## src/rtl/core/amc_pkg.sv

```systemverilog
`timescale 1ns / 1ps
// ---------------------------------------------------------------------------
// amc_pkg: shared types and constants
// Command bundle, item codes and arithmetic helpers for the transform
// matrix accumulator.
// ---------------------------------------------------------------------------
package amc_pkg;

    localparam int MATRIX_DIM_C   = 4;
    localparam int FRAC_BITS_C    = 16;
    localparam int NUM_ELEMS      = MATRIX_DIM_C * MATRIX_DIM_C;
    localparam int ELEM_IDX_W     = $clog2(NUM_ELEMS);
    localparam int CORDIC_STEPS   = 24;
    localparam int MOD_STEPS      = 8;
    localparam int MAC_ISSUE      = NUM_ELEMS * MATRIX_DIM_C;
    localparam int MAC_LEN        = MAC_ISSUE + 2;
    localparam int CNT_W          = 7;
    localparam logic [15:0] TOL_RESET = 16'd66;
    localparam logic signed [33:0] CORDIC_GAIN = 34'sd652032874;

    typedef enum logic [1:0] {
        KIND_LOAD      = 2'd0,
        KIND_TRANSLATE = 2'd1,
        KIND_ROTATE    = 2'd2,
        KIND_SCALE     = 2'd3
    } t_kind;

    typedef enum logic [1:0] {
        AXIS_NONE = 2'd0,
        AXIS_X    = 2'd1,
        AXIS_Y    = 2'd2,
        AXIS_Z    = 2'd3
    } t_axis;

    typedef struct packed {
        logic             accept;
        logic             mod_step;
        logic             fold;
        logic             rot_step;
        logic             trig;
        logic             mul;
        logic             emit;
        logic [CNT_W-1:0] step;
    } t_cmd;

    function automatic logic signed [31:0] sat32(input logic signed [63:0] v);
        logic signed [31:0] r;
        if (v > 64'sd2147483647) begin
            r = 32'sh7fffffff;
        end else if (v < -64'sd2147483648) begin
            r = 32'sh80000000;
        end else begin
            r = v[31:0];
        end
        return r;
    endfunction

    // arctangent of 2^-i in degrees, 24 fraction bits
    function automatic logic [31:0] atan_deg(input logic [4:0] i);
        logic [31:0] r;
        case (i)
            5'd0:    r = 32'd754974720;
            5'd1:    r = 32'd445687602;
            5'd2:    r = 32'd235489088;
            5'd3:    r = 32'd119537938;
            5'd4:    r = 32'd60000934;
            5'd5:    r = 32'd30029717;
            5'd6:    r = 32'd15018523;
            5'd7:    r = 32'd7509720;
            5'd8:    r = 32'd3754917;
            5'd9:    r = 32'd1877466;
            5'd10:   r = 32'd938734;
            5'd11:   r = 32'd469367;
            5'd12:   r = 32'd234684;
            5'd13:   r = 32'd117342;
            5'd14:   r = 32'd58671;
            5'd15:   r = 32'd29335;
            5'd16:   r = 32'd14668;
            5'd17:   r = 32'd7334;
            5'd18:   r = 32'd3667;
            5'd19:   r = 32'd1833;
            5'd20:   r = 32'd917;
            5'd21:   r = 32'd458;
            5'd22:   r = 32'd229;
            5'd23:   r = 32'd115;
            default: r = 32'd0;
        endcase
        return r;
    endfunction

endpackage

```

## src/rtl/core/amc_ctrl.sv

```systemverilog
`timescale 1ns / 1ps
// ---------------------------------------------------------------------------
// amc_ctrl: sequencer
// Walks angle reduction, CORDIC, multiply-accumulate and emission phases
// and issues one command word per cycle to the datapath.
// ---------------------------------------------------------------------------
module amc_ctrl
    import amc_pkg::*;
(
    input  logic       i_clk,
    input  logic       i_rst_n,
    input  logic       i_start,
    input  logic [1:0] i_kind,
    output logic       o_busy,
    output t_cmd       o_cmd
);

    localparam logic [2:0] S_IDLE   = 3'd0;
    localparam logic [2:0] S_MOD    = 3'd1;
    localparam logic [2:0] S_FOLD   = 3'd2;
    localparam logic [2:0] S_CORDIC = 3'd3;
    localparam logic [2:0] S_TRIG   = 3'd4;
    localparam logic [2:0] S_MAC    = 3'd5;
    localparam logic [2:0] S_EMIT   = 3'd6;

    logic [2:0]       r_state, n_state;
    logic [CNT_W-1:0] r_cnt, n_cnt;
    logic             accept;

    assign accept = i_start && (r_state == S_IDLE);
    assign o_busy = (r_state != S_IDLE);

    always_comb begin
        n_state = r_state;
        n_cnt   = r_cnt + CNT_W'(1);
        case (r_state)
            S_IDLE: begin
                n_cnt = '0;
                if (accept) begin
                    case (i_kind)
                        KIND_ROTATE:                  n_state = S_MOD;
                        KIND_TRANSLATE, KIND_SCALE:   n_state = S_MAC;
                        default:                      n_state = S_IDLE;
                    endcase
                end
            end
            S_MOD: begin
                if (r_cnt == CNT_W'(MOD_STEPS - 1)) begin
                    n_state = S_FOLD;
                    n_cnt   = '0;
                end
            end
            S_FOLD: begin
                n_state = S_CORDIC;
                n_cnt   = '0;
            end
            S_CORDIC: begin
                if (r_cnt == CNT_W'(CORDIC_STEPS - 1)) begin
                    n_state = S_TRIG;
                    n_cnt   = '0;
                end
            end
            S_TRIG: begin
                n_state = S_MAC;
                n_cnt   = '0;
            end
            S_MAC: begin
                if (r_cnt == CNT_W'(MAC_LEN - 1)) begin
                    n_state = S_EMIT;
                    n_cnt   = '0;
                end
            end
            S_EMIT: begin
                if (r_cnt == CNT_W'(NUM_ELEMS - 1)) begin
                    n_state = S_IDLE;
                    n_cnt   = '0;
                end
            end
            default: begin
                n_state = S_IDLE;
                n_cnt   = '0;
            end
        endcase
    end

    always_ff @(posedge i_clk) begin
        if (!i_rst_n) begin
            r_state <= S_IDLE;
            r_cnt   <= '0;
        end else begin
            r_state <= n_state;
            r_cnt   <= n_cnt;
        end
    end

    always_comb begin
        o_cmd          = '0;
        o_cmd.accept   = accept;
        o_cmd.mod_step = (r_state == S_MOD);
        o_cmd.fold     = (r_state == S_FOLD);
        o_cmd.rot_step = (r_state == S_CORDIC);
        o_cmd.trig     = (r_state == S_TRIG);
        o_cmd.mul      = (r_state == S_MAC) && (r_cnt < CNT_W'(MAC_ISSUE));
        o_cmd.emit     = (r_state == S_EMIT);
        o_cmd.step     = r_cnt;
    end

    a_mac_to_emit: assert property (@(posedge i_clk) disable iff (!i_rst_n)
        (r_state == S_MAC && r_cnt == CNT_W'(MAC_LEN - 1)) |=> (r_state == S_EMIT))
        else $error("multiply phase did not hand over to emission");

    a_emit_done: assert property (@(posedge i_clk) disable iff (!i_rst_n)
        (r_state == S_EMIT && r_cnt == CNT_W'(NUM_ELEMS - 1)) |=> (r_state == S_IDLE))
        else $error("emission ran past the last element");

    a_load_stays_idle: assert property (@(posedge i_clk) disable iff (!i_rst_n)
        (accept && i_kind == KIND_LOAD) |=> (r_state == S_IDLE))
        else $error("element load left the idle state");

endmodule

```

## config.mk

```make
export PLATFORM = sky130hd
export DESIGN_NAME = amc_ctrl
export DESIGN_NICKNAME = d
export VERILOG_FILES = /design/src/rtl/core/amc_pkg.sv /design/src/rtl/core/amc_ctrl.sv
export SDC_FILE = /design/constraint.sdc
export NUM_CORES = 1
export LEC_CHECK = 0
export BUFFER_PORTS_ARGS = -buffer_cell sky130_fd_sc_hd__buf_2
export CELL_PAD_IN_SITES_DETAIL_PLACEMENT = 1
export CELL_PAD_IN_SITES_GLOBAL_PLACEMENT = 1
export CORE_MARGIN = 2
export CORE_UTILIZATION = 36
export CTS_BUF_LIST = sky130_fd_sc_hd__clkbuf_8
export DETAILED_ROUTE_END_ITERATION = 10
export GPL_TIMING_DRIVEN = 0
export PLACE_DENSITY_LB_ADDON = 0.1
export SLEW_MARGIN = 10
export SYNTH_ARGS = -nofsm -noshare
export SYNTH_HDL_FRONTEND = slang
export SYNTH_SLANG_ARGS = --single-unit
```

## constraint.sdc

```tcl
create_clock -name i_clk -period 2 [get_ports i_clk]
set_input_delay 0.1 -clock i_clk [delete_from_list [all_inputs] [get_ports i_clk]]
set_output_delay 0.1 -clock i_clk [all_outputs]
set_load 0.03 [all_outputs]
```

==> Word-level counts from Yosys, hierarchy flattened <==
Index checks and enable logic that the tools add are counted.
{ "classes": {"n_addsub": 1, "magnitude_cmp": 1, "n_eq_ne": 18, "muxes": 12, "n_reduce_logical": 6} }
{ "ops": {"columns": ["op", "n"], "rows": [
  ["7-bit 2-to-1 mux", 4],
  ["7-bit case mux with 4 select lines", 1],
  ["3-bit case mux with 7 select lines", 1],
  ["3-bit 2-to-1 mux", 5],
  ["3-bit equality test, second input constant", 3],
  ["7-bit by 1-bit adder with 7-bit output, second input constant", 1],
  ["7-bit by 3-bit equality test with 1-bit output, second input constant", 1],
  ["7-bit by 4-bit equality test with 1-bit output, second input constant", 1],
  ["7-bit by 5-bit equality test with 1-bit output, second input constant", 1],
  ["7-bit equality test, second input constant", 1],
  ["7-bit less-than comparator, second input constant", 1],
  ["3-bit by 2-bit equality test with 1-bit output, second input constant", 2],
  ["2-bit by 1-bit inequality test with 1-bit output, second input constant", 3],
  ["3-bit case mux with 2 select lines", 1],
  ["5-bit AND reduction", 1],
  ["2-bit equality test, second input constant", 2],
  ["2-bit inequality test, second input constant", 2],
  ["3-bit by 1-bit equality test with 1-bit output, second input constant", 1],
  ["3-bit logical NOT", 1],
  ["3-bit nonzero test", 1],
  ["2-bit by 1-bit equality test with 1-bit output, second input constant", 1],
  ["1-bit logical AND", 2],
  ["2-bit OR reduction", 1]
]} }
{ "word_totals": {"reg_bits": 10, "input_bits": 5, "output_inout_bits": 15, "wordCells": 40} }

==> Logic depth before layout (Yosys ltp) <==
Gate-level depths: netlist (run 1).
{ "logic_depth": {"word_depth": 5, "ltp_mapped": 6, "ltp_nobuf": 6} }

==> Worst setup path before layout (run 1) <==
No wires, ideal clock.
{ "synth_path": {"path_kind": "reg-to-reg", "start": "reg r_cnt[0]", "end": "reg r_state[1]", "setup_time_ns": 0.129, "t_arrival_ns": 1.793, "required_ns": 1.871, "slack_ns": 0.079, "stages_incl_launch_ff": 7, "path_buffers": 0, "synth_period_minus_slack_ns": 1.921, "path_cell_list": "dfxtp_1 ha_1 nand3_2 or4_1 a32oi_2 o311ai_1 mux2i_1"} }
{ "synth_via": {"elab_chain_len": 3, "elab_cells_between_ends": 9, "classes_between": "eq/ne: 8; reduce/logical: 1"} }
{ "synth_lines": {"columns": ["element", "line", "text"], "rows": [
  ["from (decl)", "amc_ctrl.sv:27", "logic [CNT_W-1:0] r_cnt, n_cnt;"],
  ["from (signal assigned)", "amc_ctrl.sv:92", "r_cnt <= n_cnt;"],
  ["7-bit equality test, or another cell as far along", "amc_ctrl.sv:68", "if (r_cnt == CNT_W'(MAC_LEN - 1)) begin"],
  ["2-bit inequality test (no line) / 2-bit by 1-bit inequality test with 1-bit output (equally long branches)", null, null],
  ["5-bit AND reduction (no line) *", null, null],
  ["to (signal assigned)", "amc_ctrl.sv:91", "r_state <= n_state;"],
  ["to (decl)", "amc_ctrl.sv:26", "logic [2:0] r_state, n_state;"]
]} }
Every way passes the cells marked *; elsewhere a longest branch is shown, timed or not.
A chain may end at the register's enable or synchronous reset.

==> Worst setup path after layout (run 1) <==
Ends and elaborated chain as after synthesis.

==> impl_metrics.json, run 1 <==
{
  "drive_gt1_frac": 0.308,
  "via_per_inst": 5.28,
  "p_per_area_nw_per_um2": 1230,
  "path_clk_slew_ns": 0.05,
  "syn_inst": 82,
  "synth_area_per_cell_sq_um": 7.80,
  "htreeDepth": 1,
  "drcViolationCount": 0,
  "dieArea_sq_um": 2130,
  "drv_slew": 0,
  "rsz0062_at_grt": "no",
  "synth_cell_types": 32,
  "die_w_um": 46.1,
  "grt.overflow.total": 0,
  "drtIter0Drc": 1,
  "cap_violations": 0,
  "cp_max_fo": 5,
  "rows": 15,
  "power_leakage_nw": 0.363,
  "min_from": "i_rst_n",
  "irDropWorstVdd_mv": 0.552,
  "grt_max_degree": 11,
  "highest-signal-layer": "met4",
  "final.min_clock_period_ns": 1.86,
  "met2_length_um": 783,
  "post-route-period-util": 0.932,
  "grt_usage": 0.191,
  "arrival_ns": 1.98,
  "netlist_area_sq_um": 639,
  "met1_length_um": 748,
  "clkSinkCount": 10,
  "drtPass1Iterations": 4,
  "clockBufferDepth": 2,
  "grt_pass1_vias": 613,
  "slew_headroom": 0.639,
  "insertion_delay_ns": 0.24,
  "pin_count": 20,
  "antenna_found_initial": 0,
  "power.total_mw": 0.979,
  "wl_per_cell_um": 13.5,
  "nNetsFinal": 113,
  "dpl.hpwl_um": 1260,
  "worstSetupPathType": "reg2reg",
  "startpoint_type": "flop",
  "setup_viol": 0,
  "start_util": 0.379,
  "cts-buffers-inserted": 3,
  "hold_class": "in2reg",
  "hold_depth": 2,
  "max_clock_freq_ghz": 0.536,
  "whs_endpoint": "r_state[0]",
  "synth_nets": 89,
  "status": "completed",
  "reg2reg_to": "r_state[1]",
  "cts_root_buf": "clkbuf_8",
  "vias": 639,
  "reg2regPathDepth": 6,
  "die_height_um": 46.1,
  "antenna_left": 0,
  "synth_seq_cells": 10,
  "grt_pass1_wl_um": 2810,
  "rrSetupSlack_ns": 0.14,
  "cts_tree": "built",
  "port_buffers": 19,
  "ys_warn_count": 0,
  "hold_violations": 0,
  "wl_um": 1640,
  "diodes": 0,
  "design.core.area_sq_um": 1690,
  "end_kind": "flop",
  "gp_congestion": 0.781,
  "worst_pin_slew_ns": 0.536,
  "synth_seq_area_share": 0.313,
  "dr_wl_met3_um": 63,
  "worst_clock_skew_ns": 0.00211,
  "reg2reg_from": "r_cnt[0]",
  "syn2layout_area_growth_pct": 25.0,
  "fin_tns_setup_ns": 0,
  "worstPathRequired_ns": 2.11
}
## state kept, by name, summed over array words and instances (netlist names)
register,cells
r_state,3
r_cnt,7
## cell families after synthesis
logic type	synth area share
flip-flops	0.313
AND/OR/NAND/NOR	0.256
multiplexers	0.0157
AO/OA/AOI/OAI	0.200
adder cells (fa/ha/maj)	0.0391
buffers and inverters	0.0802
XOR/XNOR	0.0959
## metrics by stage
stage / utilization / cell area (sq um) / hold slack, ns / worst slack [ns] / cells
2_1_floorplan: - / 639 / 0.249 / 0.0787 / 82
3_3_place_gp: 0.447 / 756 / 0.408 / 0.120 / 118
3_5_place_dp: 0.447 / 756 / 0.407 / 0.133 / 118
4_1_cts: 0.472 / 797 / 0.156 / 0.115 / 121
5_1_grt: 0.473 / 800 / 0.175 / 0.0109 / 121
6_report: 0.473 / 800 / 0.158 / 0.135 / 121
## worst max-delay path, stage by stage, from the launching register on
cell and delay, ns:
dfxtp_1 0.38, ha_2 0.24, nand3_2 0.10, or4_1 0.42, a32oi_2 0.26, o311ai_1 0.19, mux2i_1 0.15
## report_power, final
group          internal (mW)  switching, mW  total (mW)
sequential             0.227         0.0105       0.237
combinational          0.180          0.349       0.530
clock                  0.132         0.0805       0.212
## worst max path at each step
| stage | start | to | slack, ns | cells past startpoint |
|---|---|---|---|---|
| after floorplan | r_cnt[0] | r_state[1] | 0.08 | 6 |
| after global placement | r_cnt[0] | r_state[1] | 0.12 | 6 |
| after detailed placement | r_cnt[0] | r_state[1] | 0.13 | 6 |
| after CTS | r_cnt[0] | r_state[1] | 0.11 | 6 |
| after global routing | r_cnt[0] | r_state[1] | 0.01 | 6 |
| final | r_cnt[0] | r_state[1] | 0.14 | 6 |
## per-layer routing
metal | global-route usage | vias to the layer above
met4 | 0.103 | 0
met1 | 0.232 | 296
met5 | 0 | -
met3 | 0.0471 | 5
li1 | - | 325
met2 | 0.306 | 13
## synth_stat cells (all sizes together)
library cell / n / area, sq um
dfxtp: 10 / 200
o311ai: 1 / 8.76
nor2: 18 / 67.6
nand4: 1 / 6.26
nand3: 3 / 20.0
nor3b: 1 / 7.51
xor2: 3 / 26.3
or4: 1 / 7.51
nand2b: 2 / 12.5
o211ai: 1 / 7.51
ha: 2 / 25.0
nand2: 6 / 22.5
buf: 4 / 28.8
a32oi: 1 / 16.3
clkbuf: 1 / 3.75
o31ai: 2 / 15.0
or3: 1 / 6.26
xnor2: 4 / 35.0
a21bo: 1 / 10.0
mux2i: 1 / 10.0
a21boi: 1 / 7.51
inv: 5 / 18.8
a211oi: 2 / 15.0
a21oi: 4 / 20.0
o21ai: 2 / 10.0
and3: 2 / 13.8
a21o: 1 / 8.76
o221ai: 1 / 8.76
## layout by cell type (no fill, tap or decap), types with 2 or more instances in the layout
| cell type | instances |
|---|---|
| inv_1 | 5 |
| o21ai_0 | 2 |
| buf_2 | 21 |
| dfxtp_1 | 10 |
| a21oi_1 | 4 |
| nor2_1 | 18 |
| a211oi_1 | 2 |
| o31ai_1 | 2 |
| clkbuf_8 | 3 |
| nand2_1 | 6 |
| xor2_1 | 3 |
| nand3_1 | 2 |
| nand2b_1 | 2 |
| xnor2_1 | 4 |
## what timing repair did
action,4_1_cts,5_1_grt
setup buffers,0,0
endpoints found under the setup margin,0,1
resized for setup,0,1
hold buffers,0,0
## area by class of cell
| type | instances | area, sq um |
|---|---|---|
| sequential | 10 | 200 |
| buffer | 5 | 32.5 |
| multi-input combinational | 62 | 390 |
| clock buffer | 3 | 41.3 |
| fill | 233 | 890 |
| tap | 17 | 21.3 |
| inverter | 5 | 18.8 |
| timing repair buffer | 19 | 95.1 |
Power figures use the tool's default switching activity.
==> run 2, diff against run 1 <==
--- a/config.mk
+++ b/config.mk
@@ -9,8 +9,7 @@
 export CELL_PAD_IN_SITES_DETAIL_PLACEMENT = 1
 export CELL_PAD_IN_SITES_GLOBAL_PLACEMENT = 1
 export CORE_MARGIN = 2
-export CORE_UTILIZATION = 36
-export CTS_BUF_LIST = sky130_fd_sc_hd__clkbuf_8
+export CORE_UTILIZATION = 34
 export DETAILED_ROUTE_END_ITERATION = 10
 export GPL_TIMING_DRIVEN = 0
 export PLACE_DENSITY_LB_ADDON = 0.1
==> run 2 against run 1 <==
Effect of this change: register-to-register slack better by 0.02 ns; fmax is 0.98% higher; clock power is 9.4% lower; routed wire length is 2.6% higher; sequential power hardly changed; global-route usage is 1.3 points lower; critical path depth stayed put; core utilization is 0.81 points lower; final cell count is 8.3% higher; critical endpoint unchanged; count of clock-buffer cells in the layout is 1 higher.
==> impl_metrics.json, run 2 (same netlist as run 1, synthesis figures left out) <==
{
  "post-route-period-util": 0.923,
  "irDropWorstVdd_mv": 0.565,
  "vias": 649,
  "status": "completed",
  "power_leakage_nw": 0.366,
  "dpl.hpwl_um": 1300,
  "arrival_ns": 2.01,
  "placed_cell_area_sq_um": 766,
  "rsz0062_at_grt": "no",
  "cts-buffers-inserted": 3,
  "grt_pass1_wl_um": 2620,
  "slew_headroom": 0.653,
  "wl_per_cell_um": 12.8,
  "htreeDepth": 1,
  "hold_slack_ns": 0.117,
  "startpoint_type": "flop",
  "hold_violations": 0,
  "antenna_left": 0,
  "diodes": 0,
  "drv_slew": 0,
  "dp_cells": 126,
  "top_register": "r_cnt",
  "port_buffers": 19,
  "cts_root_buf": "clkbuf_4",
  "gp_congestion": 0.764,
  "insertion_delay_ns": 0.28,
  "drive_gt1_frac": 0.321,
  "die_height_um": 47.4,
  "setup_viol": 0,
  "clkSinkCount": 10,
  "final_common_cell": "buf_2",
  "top_regs": "r_cnt x7, r_state x3",
  "via_per_inst": 4.95,
  "cap_violations": 0,
  "end_kind": "flop",
  "max_clock_freq_ghz": 0.542,
  "layout.area.seq_sq_um": 200,
  "cts_hold_buf": 0,
  "final_cells": 131,
  "drtPass1Iterations": 4,
  "grt.overflow.total": 0,
  "wl_um": 1680,
  "cts_tree": "built",
  "p_per_area_nw_per_um2": 1200,
  "largest_register_ffs": 7,
  "antenna_found_initial": 0,
  "syn2layout_area_growth_pct": 27.0,
  "path_clk_slew_ns": 0.07,
  "clockBufferDepth": 2,
  "worstSetupPathType": "reg2reg",
  "design.core.area_sq_um": 1750,
  "die_w_um": 47.4,
  "finalInstanceArea_sq_um": 812,
  "start_util": 0.366,
  "rows": 15,
  "nNetsFinal": 114,
  "final_cell_mix": "21 x buf_2, 18 x nor2_1, 10 x dfxtp_1",
  "worstPathRequired_ns": 2.16,
  "drcViolationCount": 0,
  "pin_count": 20,
  "cp_max_fo": 5,
  "fin_tns_setup_ns": 0,
  "final.min_clock_period_ns": 1.85,
  "fillCellCount": 246,
  "dieArea_sq_um": 2240,
  "worst_clock_skew_ns": 0.00219,
  "worst_pin_slew_ns": 0.516,
  "grt_max_degree": 11,
  "drtIter0Drc": 6,
  "grt_pass1_vias": 564,
  "multi_input_area_sq_um": 390,
  "hold_class": "in2reg",
  "grt_usage": 0.178,
  "finalCoreUtilization": 0.465
}
[run 2: changes by cell type in the layout (fill, tap and decap cells not counted), sizes merged]
cell and delta:
buf +1, clkbuf +1
[run 2: metrics by stage]
step | power, mW | setup slack, ns
after floorplan | 0.650 | 0.0787
after CTS | 0.978 | 0.0769
after global routing | 1.05 | 0.0209
after detailed placement | 0.780 | 0.0828
final | 0.972 | 0.153
after global placement | 0.767 | 0.109
[run 2: final cells by class]
type | instances | area share
Inverter | 5 | 0.0231
Timing Repair Buffer | 20 | 0.126
Sequential cell | 10 | 0.247
Multi-Input combinational cell | 62 | 0.481
Clock buffer | 4 | 0.0447
Buffer | 5 | 0.0401
Tap cell | 25 | 0.0385
[run 2: worst max-delay path, stage by stage, from the launching register on]
cell      delay, ns
dfxtp_1        0.39
ha_2           0.24
nand3_2        0.11
or4_1          0.42
a32oi_2        0.25
o311ai_1       0.17
mux2i_1        0.14
[run 2: repair_timing]
action	in CTS	in global routing
gates resized for setup	0	1
setup endpoints to repair	0	1
buffers inserted	0	1
[run 2: routing by layer]
layer	global-route usage	vias to the layer above	wire length [um]
met2	0.251	21	737
li1	-	330	-
met5	0	-	0
met1	0.237	293	794
met3	0.0577	5	109
met4	0.100	0	36
[run 2: power breakdown]
| group | total, mW | switching, mW | internal, mW |
|---|---|---|---|
| sequential | 0.237 | 0.0113 | 0.226 |
| clock | 0.192 | 0.0815 | 0.111 |
| combinational | 0.542 | 0.358 | 0.185 |
[run 2: path summary, 6_finish.rpt]
kind            start    endpoint  slack [ns]  depth (start not counted)
max          r_cnt[0]  r_state[1]        0.15                          6
min           i_rst_n  r_state[0]        0.12                          2
max reg2reg  r_cnt[0]  r_state[1]        0.15                          6
min reg2reg  r_cnt[0]    r_cnt[0]        0.48                          1
==> run 3, diff against run 2 <==
==> constraint.sdc (replaced) <==
create_clock -name i_clk -period 2.1 [get_ports i_clk]
set_input_delay 0.105 -clock i_clk [delete_from_list [all_inputs] [get_ports i_clk]]
set_output_delay 0.105 -clock i_clk [all_outputs]
set_load 0.03 [all_outputs]
==> run 3 against run 2 <==
Effect of this change: non-clock buffer count down 1; via count down 0.62%; count of clock-buffer cells in the layout unchanged; critical endpoint unchanged; highest routed layer unchanged.
==> impl_metrics.json, run 3 (same netlist as run 1, synthesis figures left out) <==
{
  "status": "completed",
  "use_met3": 0.0577,
  "via_per_inst": 4.96,
  "path_clk_slew_ns": 0.07,
  "post_cts_buffers": 0,
  "hold_class": "in2reg",
  "antenna_left": 0,
  "final_common_cell": "buf_2",
  "drive_gt1_frac": 0.305,
  "setup_viol": 0,
  "crit_family": "simple AND/OR/NAND/NOR gates",
  "cts_root_buf": "clkbuf_4",
  "post-route-period-util": 0.908,
  "cts-resized-gates": 0,
  "cts-buffers-inserted": 3,
  "clockBufferDepth": 2,
  "gp_congestion": 0.764,
  "syn2layout_area_growth_pct": 25.4,
  "nNetsFinal": 113,
  "fin_tns_setup_ns": 0,
  "irDropWorstVdd_mv": 0.543,
  "worst_pin_slew_ns": 0.516,
  "dieArea_sq_um": 2240,
  "antenna_found_initial": 0,
  "rsz0062_at_grt": "no",
  "critPathBufInv": 0,
  "wl_per_cell_um": 12.9,
  "start_util": 0.366,
  "diodes": 0,
  "critical_path.cell_chain": "ha_1, nand3_2, or4_1, a32oi_2, o311ai_1, mux2i_1",
  "port_buffers": 19,
  "vias": 645,
  "arrival_ns": 2.07,
  "hold_violations": 0,
  "top_regs": "r_cnt x7, r_state x3",
  "grt.overflow.total": 0,
  "drtIter0Drc": 3,
  "slew_headroom": 0.653,
  "wl_um": 1680,
  "cap_violations": 0,
  "max_clock_freq_ghz": 0.524,
  "die_height_um": 47.4,
  "grt_pass1_wl_um": 2620,
  "clkSinkCount": 10,
  "p_per_area_nw_per_um2": 1150,
  "max_stage_delay_ns": 0.43,
  "startpoint_type": "flop",
  "slowest_stage": "or4_1",
  "pin_count": 20,
  "design.core.area_sq_um": 1750,
  "drtPass1Iterations": 4,
  "grt_usage": 0.178,
  "rows": 15,
  "htreeDepth": 1,
  "final_cell_mix": "21 x buf_2, 18 x nor2_1, 10 x dfxtp_1",
  "largest_register_ffs": 7,
  "drcViolationCount": 0,
  "grt_max_degree": 11,
  "power_leakage_nw": 0.365,
  "grt_util_met1": 0.237,
  "busiest_layer": "met2",
  "placed_cell_area_sq_um": 766,
  "final.min_clock_period_ns": 1.91,
  "drv_slew": 0,
  "top_register": "r_cnt",
  "met2_usage": 0.251,
  "die_w_um": 47.4,
  "cts_hold_buf": 0,
  "grt_pass1_vias": 564,
  "end_kind": "flop",
  "dpl.hpwl_um": 1300,
  "hold_slack_ns": 0.122,
  "worst_clock_skew_ns": 0.00233,
  "finalInstanceArea_sq_um": 802,
  "cts_tree": "built",
  "worstPathRequired_ns": 2.26,
  "cp_max_fo": 5,
  "insertion_delay_ns": 0.28,
  "worstSetupPathType": "reg2reg"
}
[run 3: changes by cell type in the layout (fill, tap and decap cells not counted)]
cell	change
buf_4	-1
ha_1	+1
ha_2	-1
[run 3: worst register-to-register path: cells and delay by family, from the launching register on]
| kind | cells | cell delay, ns |
|---|---|---|
| DFF | 1 | 0.39 |
| muxes | 1 | 0.14 |
| AOI/OAI and AO/OA | 2 | 0.45 |
| and+or+nand+nor | 2 | 0.55 |
| adders and majority gates | 1 | 0.25 |
[run 3: through the flow]
step	setup WS, ns	power [mW]	cells	util
after global placement	0.209	0.731	126	0.439
after floorplan	0.179	0.619	82	-
final	0.193	0.922	130	0.459
after global routing	0.0410	0.993	130	0.459
after CTS	0.177	0.932	130	0.459
after detailed placement	0.183	0.743	126	0.439
[run 3: final cells by class]
type / instances / area [sq um]
fillers: 245 / 943
flip-flops and latches: 10 / 200
plain buffers: 5 / 32.5
well taps: 25 / 31.3
repair buffers: 19 / 95.1
inverters: 5 / 18.8
clock buffers: 4 / 36.3
multi-input cells: 62 / 388
[run 3: report_power, final]
| group | leakage, nW | internal, mW | total, mW | switching, mW |
|---|---|---|---|---|
| logic | 0.263 | 0.172 | 0.513 | 0.341 |
| registers | 0.0811 | 0.215 | 0.226 | 0.0106 |
| clock network | 0.0210 | 0.106 | 0.183 | 0.0777 |
[run 3: worst paths after layout]
check | slack (ns) | startpoint | endpoint | cells past startpoint
worst max-delay path | 0.19 | r_cnt[0] | r_state[1] | 6
worst min-delay path | 0.12 | i_rst_n | r_state[0] | 2
worst max register to register | 0.19 | r_cnt[0] | r_state[1] | 6
worst min register to register | 0.48 | r_cnt[0] | r_cnt[0] | 1
[run 3: layer usage]
metal,up-vias,part of all wire
met5,-,0
li1,331,-
met4,0,0.021
met2,17,0.44
met1,292,0.48
met3,5,0.057
